==> src/sv/dfws_pkg.sv <==
// dfws_pkg: shared types and constants for the synthesiser frequency-word serialiser.
// No dependencies; compile first.
package dfws_pkg;

  localparam int unsigned FrameBits   = 64;
  localparam int unsigned CntW        = $clog2(FrameBits);
  localparam int unsigned FreqW       = 28;
  localparam int unsigned HalfW       = 14;
  localparam int unsigned WordW       = 16;

  localparam logic [WordW-1:0] RESET_HOLD_WORD = 16'h2100;
  localparam logic [WordW-1:0] RELEASE_WORD    = 16'h2000;
  localparam logic [WordW-1:0] TAG_REG_ZERO    = 16'h4000;
  localparam logic [WordW-1:0] TAG_REG_ONE     = 16'h8000;

  // command codes
  localparam logic CMD_FREQ = 1'b0;
  localparam logic CMD_RAW  = 1'b1;

  // bit positions within a run
  localparam logic [CntW-1:0] POS_FIRST      = 6'd0;
  localparam logic [CntW-1:0] POS_WORD0_END  = 6'd15;
  localparam logic [CntW-1:0] POS_FRAME1_BEG = 6'd16;
  localparam logic [CntW-1:0] POS_FRAME1_END = 6'd47;
  localparam logic [CntW-1:0] POS_FRAME2_BEG = 6'd48;
  localparam logic [CntW-1:0] POS_LAST       = 6'd63;

  typedef enum logic {
    ST_IDLE,
    ST_SEND
  } seq_state_e;

  // sequencer to shift register
  typedef struct packed {
    logic load;
    logic shift;
  } shift_ctl_t;

  // frame marks for the bit on the line
  typedef struct packed {
    logic frame_start;
    logic frame_end;
    logic run_last;
  } marks_t;

endpackage

==> src/sv/dfws_if.sv <==
// dfws_in_if / dfws_out_if: valid-ready channels for command and serial-bit beats.
// Depends on dfws_pkg for field widths.
interface dfws_in_if;
  logic                         valid;
  logic                         ready;
  logic                         cmd;
  logic [dfws_pkg::FreqW-1:0]   freq_word;
  logic                         reg_select;
  logic [dfws_pkg::WordW-1:0]   raw_word;

  modport source (output valid, cmd, freq_word, reg_select, raw_word, input ready);
  modport sink   (input valid, cmd, freq_word, reg_select, raw_word, output ready);
endinterface

interface dfws_out_if;
  logic valid;
  logic ready;
  logic serial_bit;
  logic frame_start;
  logic frame_end;
  logic run_last;

  modport source (output valid, serial_bit, frame_start, frame_end, run_last, input ready);
  modport sink   (input valid, serial_bit, frame_start, frame_end, run_last, output ready);
endinterface

==> src/sv/dfws_shift.sv <==
// dfws_shift: 64-bit load/shift register, MSB leaves first.
// Depends on dfws_pkg.
module dfws_shift (
  input  logic                          clk_i,
  input  dfws_pkg::shift_ctl_t          ctl_i,
  input  logic                          cmd_i,
  input  logic [dfws_pkg::FreqW-1:0]    freq_word_i,
  input  logic                          reg_select_i,
  input  logic [dfws_pkg::WordW-1:0]    raw_word_i,
  output logic                          serial_bit_o
);
  import dfws_pkg::*;

  logic [FrameBits-1:0] sreg_q, sreg_d;
  logic [WordW-1:0]     tag, lo_half, hi_half;

  always_comb begin
    tag     = reg_select_i ? TAG_REG_ONE : TAG_REG_ZERO;
    lo_half = tag | {2'b00, freq_word_i[HalfW-1:0]};
    hi_half = tag | {2'b00, freq_word_i[FreqW-1:HalfW]};
    sreg_d  = sreg_q;
    if (ctl_i.load) begin
      if (cmd_i == CMD_RAW) begin
        sreg_d = {raw_word_i, {(FrameBits-WordW){1'b0}}};
      end else begin
        sreg_d = {RESET_HOLD_WORD, lo_half, hi_half, RELEASE_WORD};
      end
    end else if (ctl_i.shift) begin
      sreg_d = {sreg_q[FrameBits-2:0], 1'b0};
    end
  end

  // payload only, no reset
  always_ff @(posedge clk_i) begin
    sreg_q <= sreg_d;
  end

  assign serial_bit_o = sreg_q[FrameBits-1];

endmodule

==> src/sv/dfws_seq.sv <==
// dfws_seq: handshake FSM and bit counter; derives frame marks from position.
// Depends on dfws_pkg.
module dfws_seq (
  input  logic                  clk_i,
  input  logic                  rst_ni,
  input  logic                  in_valid_i,
  input  logic                  cmd_i,
  input  logic                  out_ready_i,
  output logic                  in_ready_o,
  output logic                  out_valid_o,
  output dfws_pkg::shift_ctl_t  ctl_o,
  output dfws_pkg::marks_t      marks_o
);
  import dfws_pkg::*;

  seq_state_e      state_q, state_d;
  logic [CntW-1:0] cnt_q, cnt_d;
  logic            raw_q, raw_d;
  logic            in_fire, out_fire;

  always_ff @(posedge clk_i or negedge rst_ni) begin
    if (!rst_ni) begin
      state_q <= ST_IDLE;
      cnt_q   <= '0;
      raw_q   <= 1'b0;
    end else begin
      state_q <= state_d;
      cnt_q   <= cnt_d;
      raw_q   <= raw_d;
    end
  end

  always_comb begin
    marks_o.frame_start = (cnt_q == POS_FIRST) ||
                          (!raw_q && ((cnt_q == POS_FRAME1_BEG) || (cnt_q == POS_FRAME2_BEG)));
    marks_o.frame_end   = (cnt_q == POS_WORD0_END) ||
                          (!raw_q && ((cnt_q == POS_FRAME1_END) || (cnt_q == POS_LAST)));
    marks_o.run_last    = raw_q ? (cnt_q == POS_WORD0_END) : (cnt_q == POS_LAST);

    out_valid_o = (state_q == ST_SEND);
    out_fire    = out_valid_o && out_ready_i;
    // new command loads as the last bit of the current run departs
    in_ready_o  = (state_q == ST_IDLE) || (out_fire && marks_o.run_last);
    in_fire     = in_valid_i && in_ready_o;

    ctl_o.load  = in_fire;
    ctl_o.shift = out_fire;

    state_d = state_q;
    cnt_d   = cnt_q;
    raw_d   = raw_q;
    case (state_q)
      ST_IDLE: begin
        if (in_fire) begin
          state_d = ST_SEND;
          cnt_d   = POS_FIRST;
          raw_d   = (cmd_i == CMD_RAW);
        end
      end
      ST_SEND: begin
        if (in_fire) begin
          cnt_d = POS_FIRST;
          raw_d = (cmd_i == CMD_RAW);
        end else if (out_fire && marks_o.run_last) begin
          state_d = ST_IDLE;
          cnt_d   = POS_FIRST;
        end else if (out_fire) begin
          cnt_d = cnt_q + 6'd1;
        end
      end
      default: begin
        state_d = ST_IDLE;
      end
    endcase
  end

  // a raw run never counts past its sixteenth bit
  a_raw_bound: assert property (@(posedge clk_i) disable iff (!rst_ni)
    (out_valid_o && raw_q) |-> (cnt_q <= POS_WORD0_END))
    else $error("raw run counted past its final bit");

  // an accepted command starts a fresh run on the next cycle
  a_load_start: assert property (@(posedge clk_i) disable iff (!rst_ni)
    (in_valid_i && in_ready_o) |=> (out_valid_o && (cnt_q == POS_FIRST)))
    else $error("run did not start after command beat");

  // busy sequencer only takes a command while the last bit departs
  a_ready_busy: assert property (@(posedge clk_i) disable iff (!rst_ni)
    (in_ready_o && (state_q == ST_SEND)) |-> (out_ready_i && marks_o.run_last))
    else $error("command taken mid-run");

  // a run never stops except after its last bit
  a_no_drop: assert property (@(posedge clk_i) disable iff (!rst_ni)
    (out_valid_o && !(out_ready_i && marks_o.run_last)) |=> out_valid_o)
    else $error("run ended early");

endmodule

==> src/sv/dds_freq_word_serializer_top.sv <==
// Serialiser that loads a direct digital synthesiser over a three-wire bus.
// A frequency-load command (cmd = 0) produces three frames, 64 bits in all:
// the reset-hold word 0x2100, a 32-bit frame holding the low then high 14-bit
// halves of freq_word each tagged with the register address (0x4000 for
// register zero, 0x8000 for register one), and the release word 0x2000.
// A raw command (cmd = 1) sends raw_word as a single 16-bit frame. Each output
// beat is one data bit, MSB first, with frame_start/frame_end marking where the
// select line falls and rises, and run_last on the final bit of the command.
// Throughput: one bit per cycle from a 64-bit shift register when the sink
// never stalls; the next command is taken in the cycle the last bit of the
// current one is accepted, so commands stream without gaps. Stalls on the
// output simply hold the current bit. The first bit is presented in the cycle
// after the command beat.
// Depends on dfws_pkg, dfws_if, dfws_shift and dfws_seq.
module dds_freq_word_serializer_top (
  input  logic        clk_i,
  input  logic        rst_ni,
  dfws_in_if.sink     in_i,
  dfws_out_if.source  out_o
);
  import dfws_pkg::*;

  shift_ctl_t ctl;
  marks_t     marks;

  // control: FSM, bit counter and frame-mark decode
  dfws_seq u_seq (
    .clk_i       (clk_i),
    .rst_ni      (rst_ni),
    .in_valid_i  (in_i.valid),
    .cmd_i       (in_i.cmd),
    .out_ready_i (out_o.ready),
    .in_ready_o  (in_i.ready),
    .out_valid_o (out_o.valid),
    .ctl_o       (ctl),
    .marks_o     (marks)
  );

  // datapath: frame assembly on load, one bit per beat out
  dfws_shift u_shift (
    .clk_i        (clk_i),
    .ctl_i        (ctl),
    .cmd_i        (in_i.cmd),
    .freq_word_i  (in_i.freq_word),
    .reg_select_i (in_i.reg_select),
    .raw_word_i   (in_i.raw_word),
    .serial_bit_o (out_o.serial_bit)
  );

  assign out_o.frame_start = marks.frame_start;
  assign out_o.frame_end   = marks.frame_end;
  assign out_o.run_last    = marks.run_last;

endmodule
==> src/flat_wrapper.sv <==
// flat-port wrapper written by rule: the top's interface ports become plain ports
module dds_freq_word_serializer_top_flat import dfws_pkg::*;
  (clk_i, rst_ni, in_i_valid, in_i_cmd, in_i_freq_word, in_i_reg_select, in_i_raw_word, in_i_ready, out_o_valid, out_o_serial_bit, out_o_frame_start, out_o_frame_end, out_o_run_last, out_o_ready);
  dfws_in_if in_i_i ();
  dfws_out_if out_o_i ();
  input  logic clk_i;
  input  logic rst_ni;
  input wire logic [$bits(in_i_i.valid)-1:0] in_i_valid;
  input wire logic [$bits(in_i_i.cmd)-1:0] in_i_cmd;
  input wire logic [$bits(in_i_i.freq_word)-1:0] in_i_freq_word;
  input wire logic [$bits(in_i_i.reg_select)-1:0] in_i_reg_select;
  input wire logic [$bits(in_i_i.raw_word)-1:0] in_i_raw_word;
  output wire logic [$bits(in_i_i.ready)-1:0] in_i_ready;
  output wire logic [$bits(out_o_i.valid)-1:0] out_o_valid;
  output wire logic [$bits(out_o_i.serial_bit)-1:0] out_o_serial_bit;
  output wire logic [$bits(out_o_i.frame_start)-1:0] out_o_frame_start;
  output wire logic [$bits(out_o_i.frame_end)-1:0] out_o_frame_end;
  output wire logic [$bits(out_o_i.run_last)-1:0] out_o_run_last;
  input wire logic [$bits(out_o_i.ready)-1:0] out_o_ready;
  assign in_i_i.valid = in_i_valid;
  assign in_i_i.cmd = in_i_cmd;
  assign in_i_i.freq_word = in_i_freq_word;
  assign in_i_i.reg_select = in_i_reg_select;
  assign in_i_i.raw_word = in_i_raw_word;
  assign in_i_ready = in_i_i.ready;
  assign out_o_valid = out_o_i.valid;
  assign out_o_serial_bit = out_o_i.serial_bit;
  assign out_o_frame_start = out_o_i.frame_start;
  assign out_o_frame_end = out_o_i.frame_end;
  assign out_o_run_last = out_o_i.run_last;
  assign out_o_i.ready = out_o_ready;
  dds_freq_word_serializer_top u_core (.clk_i(clk_i), .rst_ni(rst_ni), .in_i(in_i_i), .out_o(out_o_i));
endmodule
==> config.mk <==
export PLATFORM = sky130hd
export DESIGN_NAME = dds_freq_word_serializer_top_flat
export DESIGN_NICKNAME = d
export VERILOG_FILES = /design/src/sv/dfws_pkg.sv /design/src/sv/dfws_if.sv /design/src/sv/dfws_shift.sv /design/src/sv/dfws_seq.sv /design/src/sv/dds_freq_word_serializer_top.sv /design/src/flat_wrapper.sv
export SDC_FILE = /design/constraint.sdc
export NUM_CORES = 1
export LEC_CHECK = 0
export BUFFER_PORTS_ARGS = -buffer_cell sky130_fd_sc_hd__buf_2
export CAP_MARGIN = 20
export CORE_MARGIN = 2
export CORE_UTILIZATION = 50
export DETAILED_ROUTE_END_ITERATION = 8
export HOLD_SLACK_MARGIN = 0.02
export PLACE_DENSITY = 0.75
export SYNTH_ARGS = -nofsm -noshare
export SYNTH_HDL_FRONTEND = slang
export SYNTH_SLANG_ARGS = --single-unit
==> constraint.sdc <==
create_clock -name clk_i -period 2.1 [get_ports clk_i]
set_clock_uncertainty 0.1 [all_clocks]
set_input_delay 0.105 -clock clk_i [delete_from_list [all_inputs] [get_ports clk_i]]
set_output_delay 0.105 -clock clk_i [all_outputs]
set_load 0.005 [all_outputs]
# Word-level counts from Yosys, hierarchy flattened
# Cells that the tools add are included.
word_totals:
  regBits: 72
  inputBits: 50
  output_inout_bits: 6
  elab_cells: 44
classes:
  addsub: 1
  eq_ne: 7
  muxes: 15
  n_bitwise: 3
  reduce_logical: 14
op_table:
  columns: ["op", "n"]
  rows:
  - ["2-to-1 mux 64 bit", 3]
  - ["bitwise OR 16 x 14 -> 16 bit", 2]
  - ["2-to-1 mux 6 bit", 4]
  - ["equality test 6 bit, second input constant", 3]
  - ["2-to-1 mux 16 bit", 1]
  - ["case mux 6 bit (2 select lines)", 1]
  - ["adder 6 x 1 -> 6 bit, second input constant", 1]
  - ["equality test 6 x 4 -> 1 bit, second input constant", 1]
  - ["equality test 6 x 5 -> 1 bit, second input constant", 1]
  - ["logical NOT 6 bit", 1]
  - ["logical AND 1 bit", 5]
  - ["logical OR 1 bit", 5]
  - ["2-to-1 mux 1 bit", 5]
  - ["inequality test 4 x 1 -> 1 bit, second input constant", 1]
  - ["inequality test 2 bit, second input constant", 1]
  - ["case mux 1 bit (2 select lines)", 1]
  - ["AND reduction 2 bit", 1]
  - ["nonzero test 2 bit", 1]
  - ["logical NOT 1 bit", 1]
  - ["NOT 1 bit", 1]

# Depth between registers and ports, before layout
# Gate-level depths: netlist of run 1.
logic_depth:
  ltp_word: 7
  mapped_depth: 6
  ltp_nobuf: 5

# Modules after synthesis
# A second synthesis of run 1 with hierarchy kept.
unflattened:
  cells_unflattened: 182
  hier_area_um2: 2630.0
by_module_without_submodules:
  columns: ["module", "instances", "cells_each", "area_per_inst_um2", "seq_area_each_um2"]
  rows:
  - ["dfws_shift", 1, 123, 2104.5, 1531.5]
  - ["dfws_seq", 1, 59, 525.5, 200.2]

# Worst setup path after synthesis of run 1
# OpenSTA, ideal clock, no wires.
synth_timing:
  kind: "register -> register"
  start: "register u_core.u_seq.state_q, in the netlist u_core.u_seq.out_valid_o"
  end: "register u_core.u_shift.sreg_q[13], enable pin"
  arrival_ps: 1745
  t_required_ps: 1595
  slack_ps: -150
  path_stages_with_launch: 4
  path_buffers: 1
  cell_sequence: "dfrtp_1 > clkbuf_1 > mux2i_1 > inv_1"
synth_via:
  elab_chain_cells: 5
  elab_cells_between_ends: 6
  classes_between: "bitwise: 1; reduce/logical: 5"
synth_lines:
  columns: ["item", "line", "text"]
  rows:
  - ["from (decl)", "dfws_seq.sv:16", "seq_state_e state_q, state_d;"]
  - ["from (signal assigned)", "dfws_seq.sv:27", "state_q <= state_d;"]
  - ["logical AND 1 bit", "dfws_seq.sv:41", "out_fire = out_valid_o && out_ready_i;"]
  - ["logical AND 1 bit", "dfws_seq.sv:43", "in_ready_o = (state_q == ST_IDLE) || (out_fire && marks_o.run_last);"]
  - ["logical OR 1 bit", "dfws_seq.sv:43", null]
  - ["logical AND 1 bit", "dfws_seq.sv:44", "in_fire = in_valid_i && in_ready_o;"]
  - ["nonzero test 2 bit (no line) *", null, null]
  - ["to (signal assigned)", "dfws_shift.sv:35", "sreg_q <= sreg_d;"]
  - ["to (decl)", "dfws_shift.sv:14", "logic [FrameBits-1:0] sreg_q, sreg_d;"]
# Mark *: on every way between the ends. The rest lies on a longest branch, timed or not.
# A chain may end at the register's enable or synchronous reset.

# Worst setup path in the final report of run 1
layout_timing:
  start: "register u_core.u_seq.cnt_q[4]"
  end: "register u_core.u_shift.sreg_q[39] (data pin)"
layout_via:
  elab_chain_cells: 6
  elab_cells_between_ends: 7
  classes_between: "eq/ne: 2; mux: 2; reduce/logical: 3"
layout_lines:
  columns: ["item", "line", "text"]
  rows:
  - ["from (decl)", "dfws_seq.sv:17", "logic [CntW-1:0] cnt_q, cnt_d;"]
  - ["from (signal assigned)", "dfws_seq.sv:28", "cnt_q <= cnt_d;"]
  - ["equality test 6 bit / equality test 6 x 4 -> 1 bit (equally long branches)", "dfws_seq.sv:38", "marks_o.run_last = raw_q ? (cnt_q == POS_WORD0_END) : (cnt_q == POS_LAST);"]
  - ["2-to-1 mux 1 bit *", "dfws_seq.sv:38", null]
  - ["logical AND 1 bit *", "dfws_seq.sv:43", null]
  - ["logical OR 1 bit *", "dfws_seq.sv:43", null]
  - ["logical AND 1 bit *", "dfws_seq.sv:44", null]
  - ["2-to-1 mux 64 bit *", "dfws_shift.sv:22", "if (ctl_i.load) begin"]
  - ["named net u_core.u_shift.sreg_d[39]", "dfws_shift.sv:14", null]
# The timed path passes the listed nets; every way through them passes the cells marked *.

==> summary.txt, run 1 <==
Status: finished clean
Die Span Y: 82.3 um
Drt wl/cell: 15.0 um
CTS Root Cell: clkbuf_8
DR pass1 iterations: 6
PD cells: 851 mW/mm^2
Placed cell count: 357
Largest net degree at the start of global routing: 52
Worst setup EP type: flip-flop
WHS Path Cells: 3
N_diodes: 0
Yosys warnings: 0
Count of final setup violators: 0
Avg Cell Area, Syn: 13.7 sq um
Slew @ Worst Pin: 0.658 ns
Max cap viols: 0
Flip-flop and latch count after synthesis: 59
Number of global-route vias before repair: 1850
Startpoint Class: flip-flop
Area growth from synthesis to layout: 25.2%
Final net count: 354
FF-to-FF path depth: 5
DR vias: 1886
Leading cell type in the layout, fill and taps excluded: buf_2
Max VDD drop: 0.485 mV
Row cnt: 28
DRT iter0 DRCs: 110
Final ANT Viol Nets: 0
Reg-to-Reg Start: u_core.u_seq.cnt_q[4]
Hold path start: in_i_raw_word[9]
Num CTS Buffers: 9
RSZ-0062 raised after global routing: no
Post-synthesis sequential area ratio: 56.5%
Routed WL: 5710 um
H-tree depth: 3
Hold slack: 0.0375 ns
Setup TNS Final: 0 ns
Reg-to-reg endpoint: u_core.u_shift.sreg_q[39]
Post-Synthesis Cells: 223
Filler instances: 460
Total Routing Usage GR: 18.5%
Number of synthesized flops with an enable pin: 51
Grt ovf: 0
Routability cong.: 0.817
F_max: 489 MHz
Final Hold Fails: 0
Most frequent cells in the layout: buf_2 (55), edfxtp_1 (51), mux2_4 (33), nor2b_1 (31), nand2_1 (20)
Post-synth top flop: edfxtp_1
Postcts setup bufs: 0
Cell Area, Synth: 0.00306 sq mm
DRC: 0
Pre-CTS setup slack: 0.0671 ns
Leak pwr: 0.00181 uW
Final min period: 2.04 ns
Post-Syn Nets: 275
CTS tree: yes
Cell taking the most area after synthesis: edfxtp_1
Hold crit path type: in -> reg
Die area: 0.00677 sq mm
Non-filler cells, final: 382
Initial core utilization: 51.7%
Hpwl dp: 3630 um
Core Region: 0.00592 sq mm
CP arrival: 2.02 ns
Area share of the largest cell type after synthesis: 50.0%
Ports: 56
Worst-path maximum fanout: 8
Final worst-path setup slack: 0.0555 ns
Reg2reg setup slack: 0.06 ns
Initial antenna violation count: 0
Worst setup path class: reg -> reg
IO buf count: 55
Post-layout util: 64.8%
Relative slew slack: 56.1%
Chip width: 82.3 um
WP data required: 2.08 ns
Clk_lat worst skew: 0.33 ns
Num Clock Sinks: 59
Via density per instance: 4.94
Final period utilization: 97.4%
Clock transition at the registers of the reported paths: 0.06 ns
Worst Hold Path EP: u_core.u_shift.sreg_q[57]
Top post-synthesis cells by area: edfxtp_1 (50%), mux2_4 (16%), dfrtp_1 (6.5%)
Clock Path Buffers: 2
First-pass GRT wire length: 9010 um
Share of cells above drive strength 1: 41.0%
Fin. max-slew vios: 0
Ys async rst share: 13.6%
Count of cell types in the netlist: 32
[synth_stat cells (2+ instances only)]
library cell	count
mux2_2	2
dfrtp_1	8
ha_1	2
buf_6	4
nand2b_1	2
nor2b_1	31
nor2_1	7
edfxtp_1	51
a21oi_1	2
xnor2_1	2
nand2_1	20
mux2_4	33
clkbuf_1	6
and2_1	2
inv_1	17
mux2i_1	16
nand3_1	3
[layout make-up]
| cell class | count | area [sq um] | area share [%] |
|---|---|---|---|
| clock buffer | 10 | 128 | 3.33 |
| clock inverter | 6 | 104 | 2.71 |
| inverter | 17 | 67.6 | 1.76 |
| multi-input combinational | 136 | 1210 | 31.5 |
| sequential | 59 | 1730 | 45.2 |
| tap | 75 | 93.8 | 2.45 |
| timing repair buffer | 79 | 503 | 13.1 |
[stage by stage]
stage	power, uW	area (sq um)
floorplan	1860	3080
global placement	2040	3510
detailed placement	2060	3510
CTS	3290	3830
global route	3420	3830
finish	3260	3830
[state kept, by name, indices dropped and copies added, names as in the netlist]
| signal | cells |
|---|---|
| u_core.u_shift.sreg_q | 51 |
| u_core.u_seq.cnt_q | 6 |
| u_core.u_seq.raw_q | 1 |
| u_core.u_seq.out_valid_o | 1 |
[cells by family after synthesis]
group                      Yosys count  share of synthesized area, %
xor gates and xnor gates             3                         0.858
and+or+nand+nor                     71                          12.5
DFF                                 59                          56.5
adders and majority gates            2                         0.817
AOI/OAI and AO/OA                    9                          2.74
muxes                               51                          22.1
buffers and inverters               28                          4.45
[how the worst max path moves through the flow]
| stage | startpoint | endpoint | slack (ns) | cells past startpoint |
|---|---|---|---|---|
| 2_1_floorplan | u_core.u_seq.out_valid_o | u_core.u_shift.sreg_q[13] | 0.02 | 3 |
| 3_3_place_gp | u_core.u_seq.cnt_q[1] | u_core.u_shift.sreg_q[44] | 0.12 | 6 |
| 3_5_place_dp | u_core.u_seq.cnt_q[1] | u_core.u_shift.sreg_q[39] | 0.07 | 6 |
| 4_1_cts | u_core.u_seq.cnt_q[4] | u_core.u_shift.sreg_q[39] | 0.04 | 5 |
| 5_1_grt | u_core.u_seq.cnt_q[1] | u_core.u_shift.sreg_q[41] | 0.01 | 6 |
| 6_report | u_core.u_seq.cnt_q[4] | u_core.u_shift.sreg_q[39] | 0.06 | 5 |
[metal layers]
metal	global-route usage (%)	part of all wire (%)
met1	23.1	44
met2	29.4	49
met3	6.85	5.7
met4	6.83	1.5
met5	0	0
[report_power, final]
part	switching, uW	internal (uW)	leakage, uW	total [uW]
Clock	421	780	0.000118	1200
Combinational	244	309	0.00110	553
Sequential	79.2	1430	0.000596	1510
Total	744	2520	0.00181	3260
[worst max-delay path: stages, from the launching register on]
cell     delay [ns]
dfrtp_1        0.39
or3b_4         0.41
a21oi_4        0.20
a31oi_4        0.16
buf_4          0.22
mux2_4         0.31
[what timing repair did]
action | in CTS | in global routing
endpoints found under the hold margin | 16 | 0
gates resized for setup | 0 | 0
setup endpoints to repair | 0 | 15
hold buffers | 9 | 0
Power figures use the tool's default switching activity.
==> run 2, diff against run 1 <==
--- a/config.mk
+++ b/config.mk
@@ -5,7 +5,7 @@
 export SDC_FILE = /design/constraint.sdc
 export NUM_CORES = 1
 export LEC_CHECK = 0
-export BUFFER_PORTS_ARGS = -buffer_cell sky130_fd_sc_hd__buf_2
+export BUFFER_PORTS_ARGS = -buffer_cell sky130_fd_sc_hd__buf_4
 export CAP_MARGIN = 20
 export CORE_MARGIN = 2
 export CORE_UTILIZATION = 50
==> run 2 against run 1 <==
Compared with the run above:
- clock power fell by 19%
- sequential power barely moved
- non-clock buffer count is 1 lower
- sequential share of layout area down 1.2 points
- critical endpoint is now u_core.u_shift.sreg_q[21]
- final cell count shrank 0.26%
- flip-flop and latch count unchanged
- core utilization grew 1.8 points
- via count up 0.21%
- register-to-register slack better by 0.02 ns
==> summary.txt, run 2 (same netlist as run 1, synthesis figures left out) <==
Dpl cell area: 0.00361 sq mm (+2.8%)
Worst-path maximum fanout: 21 (+13)
Final min period: 2.02 ns (-0.0225 ns)
N_diodes: 0 (unchanged)
CTS Root Cell: clkbuf_8
WP data required: 2.08 ns (about the same)
PD cells: 772 mW/mm^2 (-9.3%)
Worst setup EP type: flip-flop
FF+latch area: 0.00173 sq mm (unchanged)
Switch share: 24.2% (+1.4 points)
Largest net degree at the start of global routing: 52 (unchanged)
Count of final setup violators: 0 (unchanged)
RSZ-0062 raised after global routing: no
Startpoint Class: flip-flop
Relative slew slack: 57.1% (+0.99 points)
Sequential power share: 49.4% (+3.2 points)
Largest regs: u_core.u_shift.sreg_q (51), u_core.u_seq.cnt_q (6)
DR vias: 1890 (+0.21%)
Fin. max-slew vios: 0 (unchanged)
Final Hold Fails: 0 (unchanged)
Clock Path Buffers: 2 (unchanged)
Row cnt: 28 (unchanged)
Multi-input combinational cell area: 0.00121 sq mm (unchanged)
Routability cong.: 0.827 (+1.2%)
Grt ovf: 0 (unchanged)
CP arrival: 2.00 ns (-0.02 ns)
Final ANT Viol Nets: 0 (unchanged)
Hold slack: 0.0388 ns (+0.00129 ns)
Clock transition at the registers of the reported paths: 0.07 ns (about the same)
Hpwl dp: 3320 um (-8.4%)
Non-filler cells, final: 381 (-0.26%)
F_max: 495 MHz (+1.1%)
Num CTS Buffers: 9 (unchanged)
Max cap viols: 0 (unchanged)
Crit path cell chain: or3b_4, a21oi_4, a31oi_4, buf_12, mux2_4
Post-layout util: 66.5% (+1.8 points)
Leading cell type in the layout, fill and taps excluded: buf_4
Routed WL: 5340 um (-6.5%)
Cell internal pwr: 2310 uW (-8.5%)
Clk_lat worst skew: 0.33 ns (about the same)
NetSw: 736 uW (-1.1%)
Setup TNS Final: 0 ns (unchanged)
Total Routing Usage GR: 17.2% (-1.3 points)
IO buf count: 55 (unchanged)
DRT iter0 DRCs: 104 (-5.5%)
CP peak stage delay: 0.41 ns (about the same)
Share of cells above drive strength 1: 39.9% (-1.2 points)
Area growth from synthesis to layout: 28.6%
CP max-delay cell: or3b_4
Status: finished clean
DRC: 0 (unchanged)
Initial core utilization: 51.7% (unchanged)
DR pass1 iterations: 4 (-2)
Die Span Y: 82.3 um (unchanged)
Core Region: 0.00592 sq mm (unchanged)
First-pass GRT wire length: 8420 um (-6.5%)
Final period utilization: 96.3% (-1.1 points)
Num Clock Sinks: 59 (unchanged)
H-tree depth: 3 (unchanged)
Chip width: 82.3 um (unchanged)
Combinational share of power: 18.8% (+1.9 points)
Most frequent cells in the layout: buf_4 (64), edfxtp_1 (51), mux2_4 (33), nor2b_1 (31), nand2_1 (20)
Die area: 0.00677 sq mm (unchanged)
Initial antenna violation count: 0 (unchanged)
Placed cell count: 352 (-1.4%)
Hold crit path type: in -> reg
Power share of the clock group: 31.8% (-5.0 points)
Slew @ Worst Pin: 0.643 ns (-0.0148 ns)
Drt wl/cell: 14.0 um (-6.3%)
Cell area after layout: 0.00394 sq mm (+2.7%)
CTS tree: yes
Max reg flops: 51 (unchanged)
Via density per instance: 4.96 (+0.48%)
Final net count: 353 (-0.28%)
Ports: 56 (unchanged)
Worst setup path class: reg -> reg
Largest Register: u_core.u_shift.sreg_q
Leak pwr: 0.00184 uW (+1.5%)
Max VDD drop: 0.511 mV (+5.4%)
Number of global-route vias before repair: 1786 (-3.5%)
Filler instances: 438 (-4.8%)
Reg2reg setup slack: 0.08 ns (+0.02 ns)
-- run 2: changes by cell type in the layout (fill, tap and decap cells not counted), sizes merged --
cell         before  now
clkinv            3    5
bufinv            3    1
dlygate4sd3       9   11
buf              70   66
clkbuf           10   11
-- run 2: power groups by stage --
| stage | Combinational (uW) | Clock (uW) | Sequential (uW) |
|---|---|---|---|
| CTS | 575 | 997 | 1500 |
| finish | 573 | 967 | 1500 |
| global route | 635 | 1060 | 1520 |
| detailed placement | 558 | 0 | 1520 |
| global placement | 542 | 0 | 1520 |
| floorplan | 337 | 0 | 1520 |
-- run 2: through the flow --
stage          power (uW)  worst slack, ns
5_1_grt              3210           0.0124
4_1_cts              3070           0.0301
2_1_floorplan        1860           0.0160
3_5_place_dp         2080           0.0380
3_3_place_gp         2060           0.0952
6_report             3040           0.0780
-- run 2: repair_timing --
item,CTS,global route
setup endpoints to repair,0,28
hold endpoints to repair,16,1
hold buffers,10,1
gates resized for setup,0,0
buffers inserted,0,1
-- run 2: path summary, 6_finish.rpt --
kind,start,to,depth (start not counted)
max,u_core.u_seq.cnt_q[4],u_core.u_shift.sreg_q[21],5
min,in_i_raw_word[15],u_core.u_shift.sreg_q[63],3
max reg2reg,u_core.u_seq.cnt_q[4],u_core.u_shift.sreg_q[21],5
min reg2reg,u_core.u_shift.sreg_q[13],u_core.u_shift.sreg_q[14],1
max in group asynchronous,rst_ni,u_core.u_seq.raw_q,3
min in group asynchronous,rst_ni,u_core.u_seq.cnt_q[2],3
-- run 2: layout make-up --
type	count	share of cell area, %
clock buffer	10	3.24
clock inverter	6	1.43
inverter	17	1.71
multi-input combinational	136	30.6
sequential	59	44.0
tap	75	2.38
timing repair buffer	78	16.6
-- run 2: worst max-delay path, delay by kind of cell (launching register included) --
family / cells / cell delay, ns
DFF: 1 / 0.39
buffers and inverters: 1 / 0.20
AOI/OAI and AO/OA: 2 / 0.34
and+or+nand+nor: 1 / 0.41
muxes: 1 / 0.31
-- run 2: per-layer routing --
layer,vias to the layer above,GRT usage (%),share of wire [%]
li1,928,-,-
met1,904,23.2,47
met2,49,25.6,46
met3,9,6.96,6.3
met4,0,5.17,1.2
met5,-,0,0
==> run 3, diff against run 2 <==
--- a/config.mk
+++ b/config.mk
@@ -7,8 +7,10 @@
 export LEC_CHECK = 0
 export BUFFER_PORTS_ARGS = -buffer_cell sky130_fd_sc_hd__buf_4
 export CAP_MARGIN = 20
-export CORE_MARGIN = 2
+export CORE_ASPECT_RATIO = 1.75
+export CORE_MARGIN = 1
 export CORE_UTILIZATION = 50
+export CTS_CLUSTER_DIAMETER = 30
 export DETAILED_ROUTE_END_ITERATION = 8
 export HOLD_SLACK_MARGIN = 0.02
 export PLACE_DENSITY = 0.75
==> run 3 against run 2 <==
Compared with the run above:
- count of clock-buffer cells in the layout down 1
- sequential share of layout area shrank 0.56 points
- critical path type unchanged
- critical endpoint is now u_core.u_shift.sreg_q[47]
- sequential power is essentially flat
- largest cell class unchanged
==> summary.txt, run 3 (same netlist as run 1, synthesis figures left out) <==
Clk_lat worst skew: 0.33 ns (about the same)
Share of cells above drive strength 1: 40.3% (+0.39 points)
Startpoint Class: flip-flop
Total Routing Usage GR: 19.0% (+1.8 points)
H-tree depth: 3 (unchanged)
Crit path max-delay family: flip-flops
Routed WL: 5580 um (+4.5%)
Final Hold Fails: 0 (unchanged)
Hold crit path type: in -> reg
IO buf count: 55 (unchanged)
Final period utilization: 96.0% (-0.28 points)
Relative slew slack: 57.2% (+0.091 points)
Grt ovf: 0 (unchanged)
Largest regs: u_core.u_shift.sreg_q (51), u_core.u_seq.cnt_q (6)
Core Region: 0.00588 sq mm (-0.70%)
Final ANT Viol Nets: 0 (unchanged)
Crit path cell chain: ha_1, nand3_1, a21oi_4, a31oi_4, buf_12, mux2_4
Largest Register: u_core.u_shift.sreg_q
GRT busiest layer: met2
Fin. max-slew vios: 0 (unchanged)
Pre-CTS setup slack: 0.0410 ns (+0.00308 ns)
Largest net degree at the start of global routing: 52 (unchanged)
Max reg flops: 51 (unchanged)
Setup TNS Final: 0 ns (unchanged)
Chip width: 61.2 um (-26%)
Count of final setup violators: 0 (unchanged)
Final net count: 355 (+0.57%)
Slew @ Worst Pin: 0.642 ns (-0.00137 ns)
CP max-delay cell: dfrtp_1
First-pass GRT wire length: 8770 um (+4.1%)
Final min period: 2.02 ns (-0.00589 ns)
Most frequent cells in the layout: buf_4 (66), edfxtp_1 (51), mux2_4 (33), nor2b_1 (31), nand2_1 (20)
Initial antenna violation count: 0 (unchanged)
CTS Root Cell: clkbuf_8
Die area: 0.00646 sq mm (-4.6%)
Routability cong.: 0.724 (-12%)
Initial core utilization: 52.1% (+0.36 points)
DR pass1 iterations: 4 (unchanged)
CP arrival: 1.99 ns (about the same)
Ports: 56 (unchanged)
# resized after CTS: 0 (unchanged)
Num Clock Sinks: 59 (unchanged)
M2 GR Usage: 30.9% (+5.3 points)
F_max: 496 MHz (+0.29%)
Num CTS Buffers: 9 (unchanged)
Status: finished clean
DRT iter0 DRCs: 58 (-44%)
CP Buf/Inv Count: 1 (unchanged)
Max VDD drop: 0.519 mV (+1.6%)
DR vias: 1911 (+1.1%)
Hpwl dp: 3590 um (+7.9%)
Number of global-route vias before repair: 1924 (+7.7%)
Max cap viols: 0 (unchanged)
GR Layer Usage met1: 22.1% (-1.1 points)
Final worst-path setup slack: 0.0839 ns (+0.00589 ns)
Worst-path maximum fanout: 18 (-14%)
Worst setup EP type: flip-flop
Total power: 3190 uW (+4.8%)
Clock transition at the registers of the reported paths: 0.06 ns (about the same)
Clock Path Buffers: 2 (unchanged)
Area growth from synthesis to layout: 30.3%
WP data required: 2.08 ns (about the same)
PD cells: 799 mW/mm^2 (+3.5%)
RSZ-0062 raised after global routing: no
Row cnt: 37 (+32%)
Drt wl/cell: 14.5 um (+3.2%)
Met3 Use GR: 5.64% (-1.3 points)
Worst setup path class: reg -> reg
Worst path depth: 6 (+1)
CTS tree: yes
Via density per instance: 4.95 (-0.20%)
Die Span Y: 106 um (+28%)
Leading cell type in the layout, fill and taps excluded: buf_4
N_diodes: 0 (unchanged)
WHS Path Cells: 3 (unchanged)
FF-to-FF path depth: 6 (+1)
DRC: 0 (unchanged)
Leak pwr: 0.00186 uW (+1.1%)
Hold slack: 0.0358 ns (-0.00300 ns)
CP peak stage delay: 0.41 ns (about the same)
==> run 3: final timing paths <==
| check | from | to | slack [ns] |
|---|---|---|---|
| worst min-delay path | in_i_raw_word[12] | u_core.u_shift.sreg_q[60] | 0.04 |
| max in group asynchronous | rst_ni | u_core.u_seq.out_valid_o | 0.97 |
| worst max register to register | u_core.u_seq.cnt_q[1] | u_core.u_shift.sreg_q[47] | 0.08 |
| min in group asynchronous | rst_ni | u_core.u_seq.cnt_q[4] | 0.65 |
| worst min register to register | u_core.u_shift.sreg_q[13] | u_core.u_shift.sreg_q[14] | 0.43 |
| worst max-delay path | u_core.u_seq.cnt_q[1] | u_core.u_shift.sreg_q[47] | 0.08 |
==> run 3: routing by layer <==
layer / wire, um / share of wire [%]
met1: 2380 / 43
met2: 2860 / 51
met3: 219 / 3.9
met4: 115 / 2.1
met5: 0 / 0
==> run 3: timing repair <==
item                                   in CTS  in global routing
hold buffers                               10                  0
setup endpoints to repair                   0                  9
buffers inserted                            0                  3
endpoints found under the hold margin      16                  0
==> run 3: area by class of cell <==
class	count	area, sq um
clock inverters	7	82.6
clock buffers	9	124
flip-flops and latches	59	1730
repair buffers	80	681
multi-input cells	136	1210
fillers	450	1890
inverters	17	67.6
well taps	78	97.6
==> run 3: power breakdown <==
part | total [uW] | leakage (uW) | switching, uW | internal, uW
Sequential | 1510 | 0.000596 | 78.9 | 1430
Clock | 1090 | 0.0000994 | 437 | 652
Combinational | 592 | 0.00117 | 237 | 354
==> run 3: stage by stage <==
step                      utilization (%)  instances  area, sq um
after global placement               61.9        356         3640
after floorplan                         -        223         3080
after global routing                 67.9        386         3990
after detailed placement             61.9        356         3640
final                                67.9        386         3990
after CTS                            67.1        382         3940
==> run 3: tightest hold or removal path: cells and delay by family <==
kind	cells	cell delay, ns
multiplexers	1	0.12
AND/OR/NAND/NOR	1	0.04
buffers and inverters	1	0.07
